`src/sv/drt_ram.sv`:
```
// Generic single-port synchronous RAM with registered read.
module drt_ram #(
	parameter int WIDTH = 8,
	parameter int DEPTH = 16
) (
	input  logic                     clk,
	input  logic                     we,
	input  logic [$clog2(DEPTH)-1:0] addr,
	input  logic [WIDTH-1:0]         wdata,
	output logic [WIDTH-1:0]         rdata
);
	logic [WIDTH-1:0] mem [DEPTH];

	always_ff @(posedge clk) begin
		if (we) mem[addr] <= wdata;
		rdata <= mem[addr];
	end
endmodule

```
`config.mk`:
```
export PLATFORM = sky130hd
export DESIGN_NAME = drt_ram
export DESIGN_NICKNAME = d
export VERILOG_FILES = /design/src/sv/drt_ram.sv
export SDC_FILE = /design/constraint.sdc
export NUM_CORES = 1
export LEC_CHECK = 0
export ABC_AREA = 1
export BUFFER_PORTS_ARGS = -buffer_cell sky130_fd_sc_hd__buf_2
export CAP_MARGIN = 20
export CORE_MARGIN = 1
export CORE_UTILIZATION = 25
export DETAILED_ROUTE_END_ITERATION = 8
export PLACE_DENSITY = 0.4
export SLEW_MARGIN = 20
export SYNTH_ARGS = -nofsm -noshare
export SYNTH_HDL_FRONTEND = slang
export SYNTH_SLANG_ARGS = --single-unit
```
`constraint.sdc`:
```
create_clock -name clk -period 2.3 [get_ports clk]
set_input_delay 0.69 -clock clk [delete_from_list [all_inputs] [get_ports clk]]
set_output_delay 0.69 -clock clk [all_outputs]
set_load 0.1 [all_outputs]
```
==> results.py <==
metrics = {
    "power": {
        "p_per_area_nw_per_um2": 927,
        "pwr-share-clk_pct": 48.6,
        "p_sw_share_pct": 22.5,
        "ir_drop_uv": 502,
        "p_leak_nw": 2.90,
        "intPower_w": 0.00491,
        "p_sw_w": 0.00143,
        "p_comb_share_pct": 7.4,
        "p_seq_share_pct": 44.0,
    },
    "sta": {
        "fin_setup_tns_ns": 0,
        "final_hold_viol_count": 0,
        "holdWs_ns": 0.704,
        "finClkSkew_ns": 0.00740,
        "drv_slew": 0,
        "fmax_ghz": 0.534,
        "setup_violations": 0,
        "relSlewSlack_pct": 66.8,
        "tightest_slew_ns": 0.501,
        "fin_crit_sh_pct": 81.5,
        "post-route-min-period_ns": 1.87,
        "rsz0062_at_grt": "false",
    },
    "yosys": {
        "ys_top_cells_by_area": "edfxtp_1, nand2_1, dfxtp_1",
        "synthCells": 548,
        "post_synth.cell_area_avg_um2": 10.2,
        "synth_area_um2": 5590,
        "yosysSeqAreaShare_pct": 71.6,
        "yosysTopAreaCell": "edfxtp_1",
        "yosysWarnings": 0,
        "synth_cell_type_count": 11,
        "synth.top_cell.area_share_pct": 68.7,
        "synth-seq-cells": 136,
        "synth_fp_nets": 562,
    },
    "die": {
        "core_um2": 21900,
        "die_w_um": 152,
        "io_pins": 22,
        "initial_core_util_pct": 25.5,
        "dieArea_um2": 23000,
        "rows": 54,
        "die_h_um": 152,
    },
    "cts": {
        "cts_buffers": 17,
        "path_clk_slew_ns": 0.06,
        "clockBufferDepth": 2,
        "root_buffer": "clkbuf_16",
        "htree_num_levels": 4,
        "cts_resized": 0,
        "post_cts.repair.setup_buffers": 0,
        "clock_sinks": 136,
        "ctsHoldBuffers": 0,
        "cts_tree": "yes",
        "clock_latency_ns": 0.42,
    },
    "place": {
        "globalplace.congestion": 0.767,
        "hpwl_mm": 8.91,
        "portBuffers": 21,
    },
    "setup_path": {
        "crit_chain": "buf_2",
        "path_class": "flip-flop to output pin",
        "critical_path_peak_fanout": 1,
        "cp_top_family": "buffers and inverters",
        "slowest_delay_ns": 0.43,
        "critical_path_buf_inv_count": 1,
        "cp_slowest_cell": "buf_2",
        "cp.arrival_ns": 1.18,
        "cp-start-kind": "flip-flop",
        "endpoint_kind": "output pin",
        "required_ns": 1.61,
    },
    "global_route": {
        "grt_pass1_vias": 3847,
        "grt_pass1_wl_mm": 21.9,
        "track_usage_pct": 13.5,
        "grt_max_degree": 33,
        "grt_overflow": 0,
        "antenna_found_initial": 0,
    },
    "cells_and_area": {
        "final_nets": 608,
        "area_delta_synth_final_pct": 22.2,
        "antenna_cells": 0,
        "final.fill_count": 2282,
        "drive_gt1_share_pct": 13.3,
    },
    "routing": {
        "drt_pre_antenna_iters": 4,
        "num_vias": 3671,
        "postRouteAntennaNets": 0,
        "drtIter0Drc": 257,
        "wl_per_cell_um": 15.6,
        "via_per_inst": 4.14,
        "drc": 0,
        "wl_mm": 13.9,
    },
    "hold_path": {
        "hp-class": "input port to flip-flop",
    },
    "job": {
        "maxCapViolCount": 0,
    },
    "outcome": {
        "status": "completed",
    },
}
==> cell usage after synthesis <==
master	count
nor2_1	18
nand2_1	346
buf_4	6
dfxtp_1	8
clkinv_1	1
inv_2	1
nand3_1	4
buf_2	12
edfxtp_1	128
clkbuf_1	3
inv_1	21
==> power by group through the flow <==
stage / sequential [W] / clock, W / combinational, W
global route: 0.00279 / 0.00325 / 0.000525
global placement: 0.00284 / 0 / 0.000482
detailed placement: 0.00284 / 0 / 0.000482
floorplan: 0.00296 / 0 / 0.000191
CTS: 0.00279 / 0.00314 / 0.000483
finish: 0.00279 / 0.00308 / 0.000471
==> layer usage <==
layer	GRT usage (%)	vias to the layer above	share of wire (%)
li1	-	1843	-
met2	21.9	60	48
met1	17.5	1753	47
met4	5.05	0	1.6
met3	3.02	15	3.3
met5	0	-	0
==> through the flow <==
step	std cells	power, W	area, um^2	setup WS (ns)	utilization, %
6_report	887	0.00634	6830	0.426	31.2
5_1_grt	887	0.00657	6830	0.371	31.2
4_1_cts	887	0.00641	6830	0.394	31.2
3_5_place_dp	855	0.00332	6160	0.329	28.1
3_3_place_gp	855	0.00332	6160	0.334	28.1
2_1_floorplan	548	0.00315	5590	0.233	-
==> kinds of logic after synthesis <==
family        count (synthesis)  share of synthesized area [%]
flops                       136                           71.6
buf+inv                      44                           3.62
simple gates                368                           24.8
==> state kept, by name, indices dropped and copies added, names as in the netlist <==
register	flops
rdata	8
mem	128
==> cell usage in the layout, fill, tap and decap left out, drive strengths merged <==
cell type,count
clkinv,6
dfxtp,8
nand2,346
edfxtp,128
bufinv,6
clkbuf,17
nand3,4
nor2,18
clkinvlp,2
buf,48
inv,24
==> final cells by class <==
cell class / instances / area (um^2) / share of cell area [%]
Multi-Input combinational cell: 368 / 1390 / 20.3
Clock buffer: 17 / 425 / 6.22
Clock inverter: 15 / 249 / 3.64
Sequential cell: 136 / 4000 / 58.6
Inverter: 23 / 86.3 / 1.26
Timing Repair Buffer: 48 / 333 / 4.87
Tap cell: 280 / 350 / 5.13
==> path summary, 6_finish.rpt <==
| path | slack, ns | cells past startpoint | start | to |
|---|---|---|---|---|
| max | 0.43 | 1 | rdata[6] | rdata[6] |
| min | 0.70 | 1 | wdata[1] | mem[3][1] |
| max reg2reg | 1.22 | 8 | mem[7][7] | rdata[7] |
| min reg2reg | 0.71 | 8 | mem[8][7] | rdata[7] |
(Power assumes the default switching activity.)
